[src/sv/slt_pkg.sv]
// Shared types, result codes and keyword table for the stack language tokenizer.
`default_nettype none
package slt_pkg;

    typedef logic [3:0] t_kind;

    localparam t_kind KIND_LETTER  = 4'd0;
    localparam t_kind KIND_LABEL   = 4'd1;
    localparam t_kind KIND_REF     = 4'd2;
    localparam t_kind KIND_INT     = 4'd3;
    localparam t_kind KIND_CMD     = 4'd4;
    localparam t_kind KIND_BADCH   = 4'd5;
    localparam t_kind KIND_NOCOLON = 4'd6;
    localparam t_kind KIND_NODIGIT = 4'd7;
    localparam t_kind KIND_UNKCMD  = 4'd8;

    localparam int unsigned NUM_KEYWORDS = 21;
    localparam int unsigned MAX_WORD     = 6;

    // Keywords packed first letter high, right-aligned.
    localparam logic [47:0] KW_TEXT [NUM_KEYWORDS] = '{
        48'h616464, 48'h737562, 48'h6d756c, 48'h646976, 48'h6a6d70,
        48'h6a6571, 48'h6a6e71, 48'h6a6774, 48'h6a6c74, 48'h676574,
        48'h736574, 48'h647570, 48'h706f70, 48'h70706f73, 48'h73697a65,
        48'h73776170, 48'h646267, 48'h7072696e74, 48'h637072696e74,
        48'h72656164, 48'h6372656164
    };
    localparam logic [2:0] KW_LEN [NUM_KEYWORDS] = '{
        3'd3, 3'd3, 3'd3, 3'd3, 3'd3, 3'd3, 3'd3, 3'd3, 3'd3, 3'd3,
        3'd3, 3'd3, 3'd3, 3'd4, 3'd4, 3'd4, 3'd3, 3'd5, 3'd6, 3'd4, 3'd5
    };

    // Byte classes worked out by the front end.
    typedef struct packed {
        logic blank;
        logic lf;
        logic hash;
        logic stop;     // zero byte or byte of 128 or more
        logic colon;
        logic at;
        logic minus;
        logic digit;
        logic letter;
    } t_cls;

    typedef struct packed {
        logic       eot;
        logic [7:0] char_byte;
        t_cls       cls;
    } t_qitem;

    typedef struct packed {
        t_kind        kind;
        logic [31:0]  int_value;
        logic [4:0]   command_code;
        logic [7:0]   name_letter;
        logic [15:0]  token_line;
        logic [15:0]  token_column;
        logic         last;
    } t_res;

    typedef struct packed {
        logic       hit;
        logic [4:0] code;
    } t_kw;

    function automatic t_kw kw_lookup(input logic [47:0] word, input logic [2:0] len);
        t_kw r;
        r = '0;
        for (int i = NUM_KEYWORDS - 1; i >= 0; i--) begin
            if (KW_TEXT[i] == word && KW_LEN[i] == len) begin
                r.hit  = 1'b1;
                r.code = 5'(i);
            end
        end
        return r;
    endfunction

    function automatic t_res mk_res(input t_kind kind, input logic [31:0] value,
                                    input logic [4:0] code, input logic [7:0] letter,
                                    input logic [15:0] ln, input logic [15:0] col);
        t_res r;
        r.kind         = kind;
        r.int_value    = value;
        r.command_code = code;
        r.name_letter  = letter;
        r.token_line   = ln;
        r.token_column = col;
        r.last         = 1'b0;
        return r;
    endfunction

endpackage
`default_nettype wire

[src/sv/stack_language_tokenizer.sv]
// Top level of the stack language tokenizer.
`default_nettype none
// Lexer for a small stack language, fed one source byte per item. It skips
// blanks and '#' comments, tracks line and column, and reports labels
// (':name:') and references ('@name'), letters reported one by one for
// both, signed decimal integers that wrap, and 21 command keywords. A byte with
// i_end_of_text set flushes the pending token and returns the lexer to its
// start state. After an error, or a zero or non-ASCII byte at a token start,
// bytes are dropped until end of input. Rate: one byte per cycle in, one
// result per cycle out, while i_ready is high. A byte enters a two-entry
// queue, the lexer takes one byte per cycle from it whenever the four-entry
// result queue has room for two results, and results leave that queue one
// per cycle while i_ready is high, so a stream whose bytes cause at most one
// result each runs at one byte per cycle; bytes that cause two results (a
// token ended by a bad character) are bounded by the output port at one
// result per cycle. o_last_of_run marks the final result of a byte.
module stack_language_tokenizer #(
    parameter int VALUE_WIDTH    = 32,
    parameter int POSITION_WIDTH = 16
) (
    input  wire logic        i_clk,
    input  wire logic        i_rst_n,
    input  wire logic        i_valid,
    output logic             o_ready,
    input  wire logic [7:0]  i_char_byte,
    input  wire logic        i_end_of_text,
    output logic             o_valid,
    input  wire logic        i_ready,
    output logic [3:0]       o_kind,
    output logic signed [31:0] o_int_value,
    output logic [4:0]       o_command_code,
    output logic [7:0]       o_name_letter,
    output logic [15:0]      o_token_line,
    output logic [15:0]      o_token_column,
    output logic             o_last_of_run
);
    import slt_pkg::*;

    // Classified bytes between the front end and the lexer.
    t_qitem item;
    logic   item_valid;
    logic   item_take;

    slt_front u_front (
        .i_clk         (i_clk),
        .i_rst_n       (i_rst_n),
        .i_valid       (i_valid),
        .o_ready       (o_ready),
        .i_char_byte   (i_char_byte),
        .i_end_of_text (i_end_of_text),
        .o_item        (item),
        .o_item_valid  (item_valid),
        .i_item_take   (item_take)
    );

    // Lexer and result queue.
    slt_back #(
        .VALUE_WIDTH    (VALUE_WIDTH),
        .POSITION_WIDTH (POSITION_WIDTH)
    ) u_back (
        .i_clk          (i_clk),
        .i_rst_n        (i_rst_n),
        .i_item         (item),
        .i_item_valid   (item_valid),
        .o_item_take    (item_take),
        .o_valid        (o_valid),
        .i_ready        (i_ready),
        .o_kind         (o_kind),
        .o_int_value    (o_int_value),
        .o_command_code (o_command_code),
        .o_name_letter  (o_name_letter),
        .o_token_line   (o_token_line),
        .o_token_column (o_token_column),
        .o_last_of_run  (o_last_of_run)
    );
endmodule
`default_nettype wire

[src/sv/slt_queue.sv]
// Small synchronous FIFO between the byte front end and the lexer.
`default_nettype none
module slt_queue #(
    parameter int WIDTH = 8,
    parameter int DEPTH = 2
) (
    input  wire logic             i_clk,
    input  wire logic             i_rst_n,
    input  wire logic             i_push,
    input  wire logic [WIDTH-1:0] i_data,
    output logic                  o_full,
    input  wire logic             i_pop,
    output logic [WIDTH-1:0]      o_data,
    output logic                  o_empty
);
    localparam int IW = (DEPTH > 1) ? $clog2(DEPTH) : 1;
    localparam int CW = $clog2(DEPTH + 1);

    logic [WIDTH-1:0] r_mem [DEPTH];
    logic [IW-1:0]    r_head, r_tail;
    logic [CW-1:0]    r_cnt;
    logic             push, pop;

    assign o_full  = (r_cnt == CW'(DEPTH));
    assign o_empty = (r_cnt == '0);
    assign push    = i_push && !o_full;
    assign pop     = i_pop && !o_empty;
    assign o_data  = r_mem[r_head];

    function automatic logic [IW-1:0] bump(input logic [IW-1:0] p);
        return (p == IW'(DEPTH - 1)) ? '0 : p + 1'b1;
    endfunction

    always_ff @(posedge i_clk) begin
        if (push) begin
            r_mem[r_tail] <= i_data;
        end
    end

    always_ff @(posedge i_clk) begin
        if (!i_rst_n) begin
            r_head <= '0;
            r_tail <= '0;
            r_cnt  <= '0;
        end else begin
            if (push) r_tail <= bump(r_tail);
            if (pop)  r_head <= bump(r_head);
            r_cnt <= r_cnt + CW'(push) - CW'(pop);
        end
    end
endmodule
`default_nettype wire

[src/sv/slt_front.sv]
// Front end: accepts source bytes, classifies them and queues them for the lexer.
`default_nettype none
module slt_front (
    input  wire logic        i_clk,
    input  wire logic        i_rst_n,
    input  wire logic        i_valid,
    output logic             o_ready,
    input  wire logic [7:0]  i_char_byte,
    input  wire logic        i_end_of_text,
    output slt_pkg::t_qitem  o_item,
    output logic             o_item_valid,
    input  wire logic        i_item_take
);
    import slt_pkg::*;

    t_qitem                 in_item;
    logic [$bits(t_qitem)-1:0] q_data;
    logic                   full, empty;
    logic [7:0]             c;

    assign c = i_char_byte;

    always_comb begin
        in_item.eot        = i_end_of_text;
        in_item.char_byte  = c;
        in_item.cls.lf     = (c == 8'h0A);
        in_item.cls.blank  = (c == 8'h20) || (c == 8'h09) || (c == 8'h0D) || (c == 8'h0A);
        in_item.cls.hash   = (c == 8'h23);
        in_item.cls.stop   = (c == 8'h00) || c[7];
        in_item.cls.colon  = (c == 8'h3A);
        in_item.cls.at     = (c == 8'h40);
        in_item.cls.minus  = (c == 8'h2D);
        in_item.cls.digit  = (c >= 8'h30) && (c <= 8'h39);
        in_item.cls.letter = ((c >= 8'h61) && (c <= 8'h7A)) || ((c >= 8'h41) && (c <= 8'h5A));
    end

    slt_queue #(
        .WIDTH ($bits(t_qitem)),
        .DEPTH (2)
    ) u_queue (
        .i_clk   (i_clk),
        .i_rst_n (i_rst_n),
        .i_push  (i_valid),
        .i_data  (in_item),
        .o_full  (full),
        .i_pop   (i_item_take),
        .o_data  (q_data),
        .o_empty (empty)
    );

    assign o_ready      = !full;
    assign o_item       = t_qitem'(q_data);
    assign o_item_valid = !empty;
endmodule
`default_nettype wire

[src/sv/slt_back.sv]
// Back end: lexer state machine and the result queue.
`default_nettype none
module slt_back #(
    parameter int VALUE_WIDTH    = 32,
    parameter int POSITION_WIDTH = 16
) (
    input  wire logic        i_clk,
    input  wire logic        i_rst_n,
    input  wire slt_pkg::t_qitem i_item,
    input  wire logic        i_item_valid,
    output logic             o_item_take,
    output logic             o_valid,
    input  wire logic        i_ready,
    output logic [3:0]       o_kind,
    output logic signed [31:0] o_int_value,
    output logic [4:0]       o_command_code,
    output logic [7:0]       o_name_letter,
    output logic [15:0]      o_token_line,
    output logic [15:0]      o_token_column,
    output logic             o_last_of_run
);
    import slt_pkg::*;

    localparam int VW = VALUE_WIDTH;
    localparam int PW = POSITION_WIDTH;

    localparam logic [2:0] MODE_IDLE    = 3'd0;
    localparam logic [2:0] MODE_COMMENT = 3'd1;
    localparam logic [2:0] MODE_LABEL   = 3'd2;
    localparam logic [2:0] MODE_REF     = 3'd3;
    localparam logic [2:0] MODE_SIGN    = 3'd4;
    localparam logic [2:0] MODE_DIGITS  = 3'd5;
    localparam logic [2:0] MODE_WORD    = 3'd6;
    localparam logic [2:0] MODE_HALT    = 3'd7;

    localparam int OQ_DEPTH = 4;
    localparam int OQ_IW    = $clog2(OQ_DEPTH);
    localparam int OQ_CW    = $clog2(OQ_DEPTH + 1);

    logic [2:0]    r_mode, n_mode;
    logic [47:0]   r_buf, n_buf;
    logic [2:0]    r_len, n_len;
    logic          r_long, n_long;
    logic [VW-1:0] r_acc, n_acc;
    logic          r_neg, n_neg;
    logic [PW-1:0] r_line, n_line, r_col, n_col, r_sline, n_sline, r_scol, n_scol;

    logic          take, do_adv, idle_go, do_rst, va, vb, matched;
    t_res          res_a, res_b, wr0, wr1;
    t_kw           kw;
    t_cls          cl;
    logic [7:0]    c;
    logic [VW-1:0] ival;
    logic [31:0]   ival32;
    logic [15:0]   cur_ln, cur_col, st_ln, st_col;

    t_res             r_oq [OQ_DEPTH];
    logic [OQ_IW-1:0] r_head, r_tail;
    logic [OQ_CW-1:0] r_cnt;
    logic             pop;
    logic [1:0]       npush;

    assign c       = i_item.char_byte;
    assign cl      = i_item.cls;
    assign take    = i_item_valid && (r_cnt <= OQ_CW'(OQ_DEPTH - 2));
    assign o_item_take = take;

    assign cur_ln  = 16'(r_line);
    assign cur_col = 16'(r_col);
    assign st_ln   = 16'(r_sline);
    assign st_col  = 16'(r_scol);

    assign ival    = r_neg ? (VW'(0) - r_acc) : r_acc;
    assign ival32  = 32'(signed'(ival));
    assign kw      = kw_lookup(r_buf, r_len);
    assign matched = !r_long && kw.hit;

    always_comb begin
        n_mode  = r_mode;
        n_buf   = r_buf;
        n_len   = r_len;
        n_long  = r_long;
        n_acc   = r_acc;
        n_neg   = r_neg;
        n_sline = r_sline;
        n_scol  = r_scol;
        n_line  = r_line;
        n_col   = r_col;
        va      = 1'b0;
        vb      = 1'b0;
        res_a   = '0;
        res_b   = '0;
        do_adv  = 1'b0;
        idle_go = 1'b0;
        do_rst  = 1'b0;

        if (take) begin
            if (i_item.eot) begin
                do_rst = 1'b1;
                unique case (r_mode)
                    MODE_LABEL: begin
                        va = 1'b1;
                        res_a = mk_res(KIND_NOCOLON, '0, '0, '0, cur_ln, cur_col);
                    end
                    MODE_REF: begin
                        va = 1'b1;
                        res_a = mk_res(KIND_REF, '0, '0, '0, st_ln, st_col);
                    end
                    MODE_SIGN: begin
                        va = 1'b1;
                        res_a = mk_res(KIND_NODIGIT, '0, '0, '0, cur_ln, cur_col);
                    end
                    MODE_DIGITS: begin
                        va = 1'b1;
                        res_a = mk_res(KIND_INT, ival32, '0, '0, st_ln, st_col);
                    end
                    MODE_WORD: begin
                        va = 1'b1;
                        res_a = matched ? mk_res(KIND_CMD, '0, kw.code, '0, st_ln, st_col)
                                        : mk_res(KIND_UNKCMD, '0, '0, '0, st_ln, st_col);
                    end
                    default: ;
                endcase
            end else begin
                unique case (r_mode)
                    MODE_HALT: ;
                    MODE_COMMENT: begin
                        if (cl.lf) n_mode = MODE_IDLE;
                        do_adv = 1'b1;
                    end
                    MODE_LABEL: begin
                        va = 1'b1;
                        if (cl.letter) begin
                            res_a = mk_res(KIND_LETTER, '0, '0, c, st_ln, st_col);
                            do_adv = 1'b1;
                        end else if (cl.colon) begin
                            res_a = mk_res(KIND_LABEL, '0, '0, '0, st_ln, st_col);
                            do_adv = 1'b1;
                            n_mode = MODE_IDLE;
                        end else begin
                            res_a = mk_res(KIND_NOCOLON, '0, '0, '0, cur_ln, cur_col);
                            n_mode = MODE_HALT;
                        end
                    end
                    MODE_REF: begin
                        va = 1'b1;
                        if (cl.letter) begin
                            res_a = mk_res(KIND_LETTER, '0, '0, c, st_ln, st_col);
                            do_adv = 1'b1;
                        end else begin
                            res_a = mk_res(KIND_REF, '0, '0, '0, st_ln, st_col);
                            idle_go = 1'b1;
                        end
                    end
                    MODE_SIGN: begin
                        if (cl.digit) begin
                            n_acc  = VW'(c[3:0]);
                            n_mode = MODE_DIGITS;
                            do_adv = 1'b1;
                        end else begin
                            va = 1'b1;
                            res_a = mk_res(KIND_NODIGIT, '0, '0, '0, cur_ln, cur_col);
                            n_mode = MODE_HALT;
                        end
                    end
                    MODE_DIGITS: begin
                        if (cl.digit) begin
                            // acc * 10 + digit, wrapping
                            n_acc  = (r_acc << 3) + (r_acc << 1) + VW'(c[3:0]);
                            do_adv = 1'b1;
                        end else begin
                            va = 1'b1;
                            res_a = mk_res(KIND_INT, ival32, '0, '0, st_ln, st_col);
                            idle_go = 1'b1;
                        end
                    end
                    MODE_WORD: begin
                        if (cl.letter) begin
                            if (r_len < 3'(MAX_WORD)) begin
                                n_buf = {r_buf[39:0], c};
                                n_len = r_len + 3'd1;
                            end else begin
                                n_long = 1'b1;
                            end
                            do_adv = 1'b1;
                        end else begin
                            va = 1'b1;
                            if (matched) begin
                                res_a = mk_res(KIND_CMD, '0, kw.code, '0, st_ln, st_col);
                                idle_go = 1'b1;
                            end else begin
                                res_a = mk_res(KIND_UNKCMD, '0, '0, '0, st_ln, st_col);
                                n_mode = MODE_HALT;
                            end
                        end
                    end
                    default: idle_go = 1'b1;
                endcase

                // Byte handled as the start of something new.
                if (idle_go) begin
                    n_mode = MODE_IDLE;
                    if (cl.blank) begin
                        do_adv = 1'b1;
                    end else if (cl.hash) begin
                        n_mode = MODE_COMMENT;
                        do_adv = 1'b1;
                    end else if (cl.stop) begin
                        n_mode = MODE_HALT;
                    end else if (cl.colon || cl.at) begin
                        n_sline = r_line;
                        n_scol  = r_col;
                        n_mode  = cl.colon ? MODE_LABEL : MODE_REF;
                        do_adv  = 1'b1;
                    end else if (cl.minus || cl.digit) begin
                        n_sline = r_line;
                        n_scol  = r_col;
                        n_neg   = cl.minus;
                        n_acc   = cl.minus ? '0 : VW'(c[3:0]);
                        n_mode  = cl.minus ? MODE_SIGN : MODE_DIGITS;
                        do_adv  = 1'b1;
                    end else if (cl.letter) begin
                        n_sline = r_line;
                        n_scol  = r_col;
                        n_buf   = {40'd0, c};
                        n_len   = 3'd1;
                        n_long  = 1'b0;
                        n_mode  = MODE_WORD;
                        do_adv  = 1'b1;
                    end else begin
                        vb = 1'b1;
                        res_b = mk_res(KIND_BADCH, '0, '0, c, cur_ln, cur_col);
                        n_mode = MODE_HALT;
                    end
                end
            end
        end

        if (do_adv) begin
            if (cl.lf) begin
                n_line = r_line + 1'b1;
                n_col  = PW'(1);
            end else begin
                n_col  = r_col + 1'b1;
            end
        end

        if (do_rst) begin
            n_mode  = MODE_IDLE;
            n_buf   = '0;
            n_len   = '0;
            n_long  = 1'b0;
            n_acc   = '0;
            n_neg   = 1'b0;
            n_line  = PW'(1);
            n_col   = PW'(1);
            n_sline = PW'(1);
            n_scol  = PW'(1);
        end
    end

    always_ff @(posedge i_clk) begin
        if (!i_rst_n) begin
            r_mode  <= MODE_IDLE;
            r_buf   <= '0;
            r_len   <= '0;
            r_long  <= 1'b0;
            r_acc   <= '0;
            r_neg   <= 1'b0;
            r_line  <= PW'(1);
            r_col   <= PW'(1);
            r_sline <= PW'(1);
            r_scol  <= PW'(1);
        end else begin
            r_mode  <= n_mode;
            r_buf   <= n_buf;
            r_len   <= n_len;
            r_long  <= n_long;
            r_acc   <= n_acc;
            r_neg   <= n_neg;
            r_line  <= n_line;
            r_col   <= n_col;
            r_sline <= n_sline;
            r_scol  <= n_scol;
        end
    end

    // Result queue: up to two writes per cycle, one read.
    always_comb begin
        wr0 = va ? res_a : res_b;
        wr1 = res_b;
        wr0.last = !(va && vb);
        wr1.last = 1'b1;
    end

    assign npush = {1'b0, va} + {1'b0, vb};
    assign pop   = o_valid && i_ready;

    always_ff @(posedge i_clk) begin
        if (npush != 2'd0) r_oq[r_tail] <= wr0;
        if (npush == 2'd2) r_oq[r_tail + 1'b1] <= wr1;
    end

    always_ff @(posedge i_clk) begin
        if (!i_rst_n) begin
            r_head <= '0;
            r_tail <= '0;
            r_cnt  <= '0;
        end else begin
            r_tail <= r_tail + OQ_IW'(npush);
            if (pop) r_head <= r_head + 1'b1;
            r_cnt  <= r_cnt + OQ_CW'(npush) - OQ_CW'(pop);
        end
    end

    assign o_valid        = (r_cnt != '0);
    assign o_kind         = r_oq[r_head].kind;
    assign o_int_value    = signed'(r_oq[r_head].int_value);
    assign o_command_code = r_oq[r_head].command_code;
    assign o_name_letter  = r_oq[r_head].name_letter;
    assign o_token_line   = r_oq[r_head].token_line;
    assign o_token_column = r_oq[r_head].token_column;
    assign o_last_of_run  = r_oq[r_head].last;

    a_oq_bound: assert property (@(posedge i_clk) disable iff (!i_rst_n)
        r_cnt <= OQ_CW'(OQ_DEPTH))
        else $error("result queue overfilled");

    a_eot_clears: assert property (@(posedge i_clk) disable iff (!i_rst_n)
        (take && i_item.eot) |=> (r_mode == MODE_IDLE && r_line == PW'(1) && r_col == PW'(1)))
        else $error("end of input did not return lexer to start");

    a_halt_quiet: assert property (@(posedge i_clk) disable iff (!i_rst_n)
        (take && !i_item.eot && r_mode == MODE_HALT) |-> (npush == 2'd0))
        else $error("result produced while halted");

    a_pair_badch: assert property (@(posedge i_clk) disable iff (!i_rst_n)
        (npush == 2'd2) |-> (res_b.kind == KIND_BADCH && n_mode == MODE_HALT))
        else $error("second result of a byte must be a bad character");
endmodule
`default_nettype wire
[config.mk]
export PLATFORM = sky130hd
export DESIGN_NAME = stack_language_tokenizer
export DESIGN_NICKNAME = d
export VERILOG_FILES = /design/src/sv/slt_pkg.sv /design/src/sv/stack_language_tokenizer.sv /design/src/sv/slt_queue.sv /design/src/sv/slt_front.sv /design/src/sv/slt_back.sv
export SDC_FILE = /design/constraint.sdc
export NUM_CORES = 1
export LEC_CHECK = 0
export ABC_CLOCK_PERIOD_IN_PS = 7550
export BUFFER_PORTS_ARGS = -buffer_cell sky130_fd_sc_hd__buf_2
export CORE_ASPECT_RATIO = 0.75
export CORE_MARGIN = 1.5
export CORE_UTILIZATION = 60
export CTS_BUF_LIST = sky130_fd_sc_hd__clkbuf_8
export DETAILED_ROUTE_END_ITERATION = 8
export MAX_ROUTING_LAYER = met4
export PLACE_DENSITY = 0.83
export SLEW_MARGIN = 20
export SYNTH_ARGS = -nofsm -noshare
export SYNTH_HDL_FRONTEND = slang
export SYNTH_SLANG_ARGS = --single-unit
[constraint.sdc]
create_clock -name i_clk -period 7.55 [get_ports i_clk]
set_clock_uncertainty 0.15 [all_clocks]
set_input_delay 0.3775 -clock i_clk [delete_from_list [all_inputs] [get_ports i_clk]]
set_output_delay 0.3775 -clock i_clk [all_outputs]
set_load 0.01 [all_outputs]
==> metrics list, run 1 <==
- Outcome: finished, final reports clean
- By count the netlist is led by sky130_fd_sc_hd__dfxtp_1, sky130_fd_sc_hd__a22o_1, sky130_fd_sc_hd__nand2_1.
- Chip width: 245 um
* Setup TNS: 0 ns
- Kind of capture point of the worst setup path: flop
- Worst-path maximum fanout: 43
- Detailed placement ended at an HPWL of 46.5 mm.
- IR drop worst, VDD: 0.214 mV
* Maximum number of pins on one net before global-route repair: 60
* Worst slew pin tran: 1.18 ns
- Min-delay worst type: primary input to flop
- Met2 routing resource usage after global routing: 47.3%
- Dominant combinational cell family by area after synthesis: compound AO/OA/AOI/OAI gates
- After Yosys synthesis, full adders, half adders and majority gates account for 3.75% of the synthesized area.
- The number of global-route vias before repair is 19,900.
- Sequential cells burn 45.0% of the power.
* Number of pins with negative max-slew slack in the final report: 0
- Most frequently used flop master after synthesis: sky130_fd_sc_hd__dfxtp_1
- Post-route fraction of the period consumed by the critical path: 82.2%
* Net switching component of the power: 0.00239 W
- During placement, the flow inserted port buffers numbering 96.
- The initialized floorplan defines 66 standard-cell rows.
* Switching share of total power: 32.3%
- Number of flip-flops and latches in the synthesized netlist: 530
* Synthesized instance count: 2,464
- By startpoint and endpoint, the worst setup path is classified as flop to flop.
- Before CTS, the worst setup slack after placement is 1.57 ns.
* Post-synthesis instance area: 0.0263 mm2
* Final critical-path required period: 6.20 ns
- Arr. time, crit path: 6.35 ns
- Ys async rst share: 0%
- For this design, the sink count on the clock tree is 530.
* Starting density of the core: 60.7%
- Static leakage: 10.7 nW
* Number of enable flip-flop cells after synthesis: 204
- Total number of vias: 21,200
- Syn. warnings: 0
- In this run the deepest clock path goes through 3 buffers.
- Across the whole layout, storage elements account for 0.0127 mm2.
- Family with the most delay on the worst path: simple AND/OR/NAND/NOR gates
- TritonRoute pass-1 iters: 6
* Clock group share of total power: 33.5%
- After Yosys synthesis, XOR and XNOR cells account for 2.07% of the synthesized area.
- Upper clock frequency limit: 161 MHz
- Global routing used 32.2% of the available tracks across all layers.
* Final Net Count: 2,584
- The area growth from synthesis to layout is 9.97%.
- Setup violations remaining at the end of the flow were counted as 0.
- The tree is rooted in a sky130_fd_sc_hd__clkbuf_8.
- The number of endpoints with negative hold slack in the final report is 0.
* Layout cells sized above 1: 15.7%
* Avg Cell Area, Syn: 10.7 um2
* Die area: 0.0451 mm2
* Combinational cell fraction of total power: 21.6%
- Startpoint Class: flop
- 0 antenna diodes ended up in the layout.
- After detailed routing, the number of remaining DRC violations is 0.
- Vias per std cell: 6.75
- Worst-path clk slew: 0.06 ns
* CORE AREA: 0.0433 mm2
* Clock tree from TritonCTS: yes
- Cell-by-cell listing of the critical path: ha_1, ha_1, or3b_2, nor4b_1, a311oi_1, a31oi_1, o41a_4, o211ai_2, inv_2, ha_1, inv_1, or3_1, and2_1, buf_4, inv_2
- Fraction of synthesized cell area taken by the top area cell type: 24.8%
* Worst slew slack as a fraction of its limit: 19.1%
* Leading post-synthesis cells by cell area: sky130_fd_sc_hd__dfxtp_1, sky130_fd_sc_hd__edfxtp_1, sky130_fd_sc_hd__a22o_1
* Biggest area consumer among synthesized cells: sky130_fd_sc_hd__dfxtp_1
* DRC marker count from the first detailed-route iteration: 2,721
* Global-route wire length before repair: 111 mm
* Total wire length after detailed routing: 71.4 mm
- Internal cell power: 0.00501 W
- The synthesized netlist devotes 19.6% of its cell area to compound gates.
- Once routing completed, OpenROAD measured the worst setup slack at 1.35 ns.
- Number of maximum-capacitance violations: 0
- Number of setup buffers added after CTS: 0
* Source-to-sink clock delay at the later pin of the worst-skew pair: 0.69 ns
- In the final routed layout, each cell accounts on average for 22.8 um.
- Mux cell area share after synthesis: 9.11%
- Die extent in y: 184 um
- Pwr Density: 256 mW/mm2
* Number of top-level pins: 97
* Met3 usage: 6.12%
- After Yosys synthesis, and, or, nand and nor cells account for 13.6% of the synthesized area.
- Cell with the most instances after synthesis: sky130_fd_sc_hd__dfxtp_1
- TritonCTS buffer count: 80
- The count of nets left with antenna violations once routing finished came out at 0.
- Synthesized netlist net count: 2,554
- The H-tree was split into 3 levels.
- Part of the Yosys area used for sequential elements: 48.2%
- The synthesized netlist contains 97 unique library cells.
- Summing all multi-input logic gate instances after layout gives 0.0127 mm2.
* RSZ-0062 raised after global routing: no
- The most numerous cell type found on the critical path is sky130_fd_sc_hd__ha_1.
* Worst path bufs/invs: 4
* Slowest cell on crit path: sky130_fd_sc_hd__inv_2
- Global routing finished with a remaining overflow of 0.
* Met1 GRT Util: 45.7%
- The initial antenna violation count was 0.
- RD Place Congestion: 0.973
* Worst endpoint required time: 7.69 ns
* Number of filler cells placed in the layout: 3,159
- Largest incremental delay on the critical path: 0.85 ns
- GRT Max-Usage Layer: met2
==> power groups by stage <==
stage          clock (W)  sequential (W)  combinational [W]
2_1_floorplan          0         0.00324            0.00116
3_3_place_gp           0         0.00337            0.00149
3_5_place_dp           0         0.00338            0.00152
4_1_cts          0.00250         0.00332            0.00153
5_1_grt          0.00263         0.00335            0.00171
6_report         0.00248         0.00333            0.00160
==> worst min-delay path: cells and delay by family <==
kind | cells | cell delay (ns)
xor+xnor | 1 | 0.11
buf+inv | 1 | 0.12
simple gates | 2 | 0.29
==> per-layer routing <==
| layer | part of all wire [%] | vias up |
|---|---|---|
| li1 | - | 9474 |
| met1 | 43 | 10400 |
| met2 | 45 | 1238 |
| met3 | 11 | 114 |
| met4 | 2.0 | 0 |
| met5 | 0 | - |
==> through the flow <==
stage	hold WS (ns)	power, W	utilization (%)	instances	area, um2
after detailed placement	0.292	0.00491	62.5	2978	27000
final	0.114	0.00740	66.8	3139	28900
after floorplan	0.270	0.00440	-	2464	26300
after global placement	0.278	0.00486	62.5	2978	27000
after CTS	0.0690	0.00736	66.6	3138	28800
after global routing	0.101	0.00769	66.8	3139	28900
==> cell type report <==
cell class | count | area share, %
clock buffers | 93 | 4.43
clock inverters | 56 | 1.46
inverters | 42 | 0.554
multi-input cells | 1694 | 44.1
flip-flops and latches | 530 | 43.8
well taps | 578 | 2.50
repair buffers | 146 | 3.14
==> cell usage in the layout (no fill, tap or decap), types with 10 or more instances in the layout <==
master                          instances
sky130_fd_sc_hd__mux2i_1               49
sky130_fd_sc_hd__nor4_1                22
sky130_fd_sc_hd__o31ai_1               12
sky130_fd_sc_hd__nand3b_1              20
sky130_fd_sc_hd__clkbuf_8              93
sky130_fd_sc_hd__edfxtp_1             204
sky130_fd_sc_hd__and3_1                15
sky130_fd_sc_hd__nand2_1              211
sky130_fd_sc_hd__clkinv_2              10
sky130_fd_sc_hd__o21ai_1               18
sky130_fd_sc_hd__dfxtp_1              324
sky130_fd_sc_hd__and2_1                18
sky130_fd_sc_hd__inv_1                 62
sky130_fd_sc_hd__a22o_1               246
sky130_fd_sc_hd__xor2_1                35
sky130_fd_sc_hd__dlygate4sd3_1         11
sky130_fd_sc_hd__o21ai_0              137
sky130_fd_sc_hd__nand3_1               99
sky130_fd_sc_hd__a21o_1                19
sky130_fd_sc_hd__ha_1                  74
sky130_fd_sc_hd__nor3_1                26
sky130_fd_sc_hd__buf_4                 37
sky130_fd_sc_hd__nor2b_1               13
sky130_fd_sc_hd__a21oi_1               98
sky130_fd_sc_hd__nand4_1               28
sky130_fd_sc_hd__mux4_2                82
sky130_fd_sc_hd__nor2_1               158
sky130_fd_sc_hd__o22ai_1               37
sky130_fd_sc_hd__xnor2_1               27
sky130_fd_sc_hd__nand2b_1              34
sky130_fd_sc_hd__o211ai_1              11
sky130_fd_sc_hd__buf_2                 96
sky130_fd_sc_hd__or3_1                 19
==> cell families (layout without fill, tap and decap cells) <==
group	count (synthesis)	in the layout
and+or+nand+nor	720	720
DFF	530	530
buffers and inverters	240	337
adders and majority gates	77	77
AOI/OAI and AO/OA	699	699
muxes	136	136
xor gates and xnor gates	62	62
==> sequential cells by signal (all words and copies together) (netlist names), 3 cells and up, named ones only <==
| signal | cells |
|---|---|
| u_back.cur_col | 16 |
| u_back.r_cnt | 3 |
| u_back.r_oq | 328 |
| u_back.r_buf | 48 |
| u_back.cur_ln | 16 |
| u_back.r_len | 3 |
| u_back.r_sline | 16 |
| u_back.r_scol | 16 |
| u_front.u_queue.r_mem | 36 |
| u_back.r_acc | 32 |
| u_back.r_mode | 3 |
==> final timing paths <==
path / start / endpoint / slack [ns] / cells past startpoint
setup / recovery: u_back.r_len[1] / u_back.r_oq[1][3] / 1.35 / 15
hold reg to reg: u_back.r_oq[2][44] / u_back.r_oq[2][44] / 0.30 / 2
hold / removal: i_ready / flop / 0.11 / 4
setup reg to reg: u_back.r_len[1] / u_back.r_oq[1][3] / 1.35 / 15
==> what timing repair did <==
| action | 4_1_cts | 5_1_grt |
|---|---|---|
| hold buffers | 11 | 0 |
| gates resized for setup | 0 | 0 |
| endpoints found under the hold margin | 33 | 0 |
Power figures use the tool's default switching activity.
==> run 2: changes to the inputs <==
--- a/config.mk
+++ b/config.mk
@@ -5,11 +5,11 @@
 export SDC_FILE = /design/constraint.sdc
 export NUM_CORES = 1
 export LEC_CHECK = 0
-export ABC_CLOCK_PERIOD_IN_PS = 7550
+export ABC_CLOCK_PERIOD_IN_PS = 5000
 export BUFFER_PORTS_ARGS = -buffer_cell sky130_fd_sc_hd__buf_2
 export CORE_ASPECT_RATIO = 0.75
 export CORE_MARGIN = 1.5
-export CORE_UTILIZATION = 60
+export CORE_UTILIZATION = 58
 export CTS_BUF_LIST = sky130_fd_sc_hd__clkbuf_8
 export DETAILED_ROUTE_END_ITERATION = 8
 export MAX_ROUTING_LAYER = met4
==> constraint.sdc (replaced) <==
create_clock -name i_clk -period 5 [get_ports i_clk]
set_clock_uncertainty 0.15 [all_clocks]
set_input_delay 0.25 -clock i_clk [delete_from_list [all_inputs] [get_ports i_clk]]
set_output_delay 0.25 -clock i_clk [all_outputs]
set_load 0.01 [all_outputs]
==> run 2 against run 1 <==
Die area is 3.4% higher. Sequential share of layout area decreased by 0.25 points. Register-to-register slack got worse by 1.0 ns. Routed wire length rose by 0.13%. Critical path depth up 1. Maximum frequency increased by 32%. Hold slack improved by 0.064 ns. Global-route usage down 0.97 points. Non-clock buffer count is 27 higher. Flip-flop and latch count is the same. Via count up 1.0%. Power up 49%.
==> metrics list, run 2 (same netlist as run 1, synthesis figures left out) <==
* DRC marker count from the first detailed-route iteration: 2,595
- Starting density of the core: 58.8%
- Number of filler cells placed in the layout: 3,300
- In the final layout, the registers with the most flip-flops are u_back.r_oq: 328 flops, u_back.r_buf: 48 flops, u_front.u_queue.r_mem: 36 flops.
* Setup TNS: 0 ns
* Source-to-sink clock delay at the later pin of the worst-skew pair: 0.70 ns
- Tightest hold margin: 0.178 ns
* Maximum number of pins on one net before global-route repair: 57
* Final Net Count: 2,613
- RD Place Congestion: 0.963
- Setup repair after global routing left no endpoint under its margin.
- Terminus of the critical flop-to-flop path: u_back.r_oq[1][6]
- Once detail routing completed, the nets flagged for antenna violations numbered 0.
- Worst hold endpoint: u_front.u_queue.r_mem[1][17]
* Total wire length after detailed routing: 71.5 mm
* Final routed DRC violation total: 0
* Min-delay worst type: primary input to flop
- Leaving out fill and tap cells, the most frequent cells in the layout are sky130_fd_sc_hd__dfxtp_1, sky130_fd_sc_hd__a22o_1, sky130_fd_sc_hd__nand2_1, sky130_fd_sc_hd__edfxtp_1, sky130_fd_sc_hd__nor2_1.
- Global routing used 31.3% of the available tracks.
* Die area: 0.0466 mm2
* Worst endpoint required time: 5.40 ns
- Residual overflow from global routing: 0
* Worst slew pin tran: 1.14 ns
- On the critical path, the stage with the largest delay is an instance of sky130_fd_sc_hd__or3b_2.
* Largest reg by FF count: u_back.r_oq
- Number of pins with negative max-slew slack in the final report: 0
- Initial antenna violation count: 0
- The area growth from synthesis to layout is 10.6%.
- Cell-by-cell listing of the critical path: ha_1, ha_2, or3b_2, nor4b_2, a311oi_1, a31oi_1, o41a_4, o211ai_2, inv_2, ha_1, inv_1, or3_1, a21boi_0, o21ai_4, clkbuf_8, a22o_1
- CTS built an H-tree with a depth of 3.
- Worst slew slack as a fraction of its limit: 23.8%
- Power spread over the standard cell area amounts to 380 mW/mm2.
* Startpoint Class: flop
- After detailed routing, the number of vias per cell comes to 6.75.
- Sink count of the clock tree: 530
- Kind of capture point of the worst setup path: flop
- For the worst setup path, the data arrival time is 5.08 ns.
* Number of maximum-capacitance violations: 0
* Critical register-to-register path startpoint: u_back.r_len[0]
- Of the cells placed in the final design, the portion with a size suffix greater than 1 is 16.4%.
- The worst register-to-register path has a depth of 16.
- The first TritonRoute pass finished after 6 iterations.
- Outcome: finished, final reports clean
- The number of antenna diodes in the final layout is 0.
- HPWL reported at the end of detailed placement: 46.5 mm
- Clock tree from TritonCTS: yes
* Chip width: 249 um
- Global-route wire length before repair: 113 mm
* Flip-flop count of the largest register after layout: 328
- CORE AREA: 0.0447 mm2
* Crit Path Class: flop to flop
- Final critical-path required period: 4.68 ns
* Min-Delay Startpoint: i_end_of_text
- IR drop worst, VDD: 0.244 mV
- Flop-to-flop setup slack: 0.32 ns
- Clock tree root driver cell: sky130_fd_sc_hd__clkbuf_8
* Leading cell type in the layout, fill and taps excluded: sky130_fd_sc_hd__dfxtp_1
* Cell type with the highest occurrence count on the critical path: sky130_fd_sc_hd__ha_1
- On the worst path, the slowest cell contributes a delay of 0.52 ns.
- The die is 187 um tall.
- The worst hold path passes through 2 cells.
* TritonCTS buffer count: 82
- Setup violations remaining at the end of the flow were counted as 0.
- For this design the top-level I/O count stands at 97.
- Via count of the first global-routing pass: 20,300
- Counting along the longest clock path gives a buffer depth of 3.
- Static leakage: 10.8 nW
- # rows: 67
- In this run the worst path has a maximum fanout of 32.
- In this run the tool buffered the top-level ports with 96 buffer cells.
- Upper clock frequency limit: 214 MHz
- Worst-path clk slew: 0.07 ns
- The final critical path takes up 93.7% of the cycle.
- Routed WL per cell: 22.6 um
- Total number of vias: 21,400
- The number of endpoints with negative hold slack in the final report is 0.
[run 2: per-layer routing]
layer | up-vias | routed length [um] | GRT usage, % | share of wire, %
li1 | 9503 | - | - | -
met1 | 10500 | 30200 | 43.6 | 42
met2 | 1216 | 31800 | 45.2 | 45
met3 | 152 | 7610 | 7.28 | 11
met4 | 0 | 1820 | 9.77 | 2.5
met5 | - | 0 | - | 0
[run 2: final cells by class]
cell class	instances	area, um2	area share [%]
Clock buffer	98	1350	4.64
Inverter	42	165	0.568
Clock inverter	48	262	0.900
Timing Repair Buffer	173	1170	4.03
Tap cell	586	733	2.52
Multi-Input combinational cell	1694	12700	43.8
Sequential cell	530	12700	43.6
[run 2: worst max path at each step]
stage	start	end	slack (ns)
3_5_place_dp	u_back.r_len[0]	u_back.r_oq[1][2]	0.07
4_1_cts	u_back.r_len[1]	u_back.r_oq[1][6]	0.07
5_1_grt	u_back.r_buf[9]	u_back.r_oq[1][6]	0.01
2_1_floorplan	u_back.r_len[1]	u_back.r_oq[3][10]	0.0006
6_report	u_back.r_len[0]	u_back.r_oq[1][6]	0.32
3_3_place_gp	u_back.r_len[1]	u_back.r_oq[1][4]	0.27
[run 2: repair_timing]
item / CTS / global route
gates resized for setup: 0 / 6
endpoints found under the setup margin: 0 / 205
hold buffers: 12 / 0
hold endpoints to repair: 56 / 0
buffers inserted: 0 / 3
[run 2: worst max-delay path: cells and delay by family (launching register included)]
kind            cells  cell delay (ns)
flops               1             0.44
buf+inv             3             0.60
compound gates      7             1.39
simple gates        3             1.30
fa+ha+maj           3             0.68
[run 2: where the power goes]
part / internal (W) / switching, W / total [W] / leakage (nW)
sequential: 0.00470 / 0.000388 / 0.00509 / 4.71
clock: 0.00184 / 0.00177 / 0.00361 / 0.934
combinational: 0.000857 / 0.00147 / 0.00233 / 5.16
[run 2: stage by stage]
step                      total power (W)  setup slack, ns  util (%)  std cells  cell area, um2
after floorplan                   0.00664         0.000584         -       2464           26300
after global placement            0.00735            0.271      61.0       3010           27300
after detailed placement          0.00744           0.0741      61.0       3010           27300
after CTS                          0.0110           0.0720      64.9       3168           29000
after global routing               0.0114          0.00954      65.0       3171           29100
final                              0.0110            0.316      65.0       3171           29100
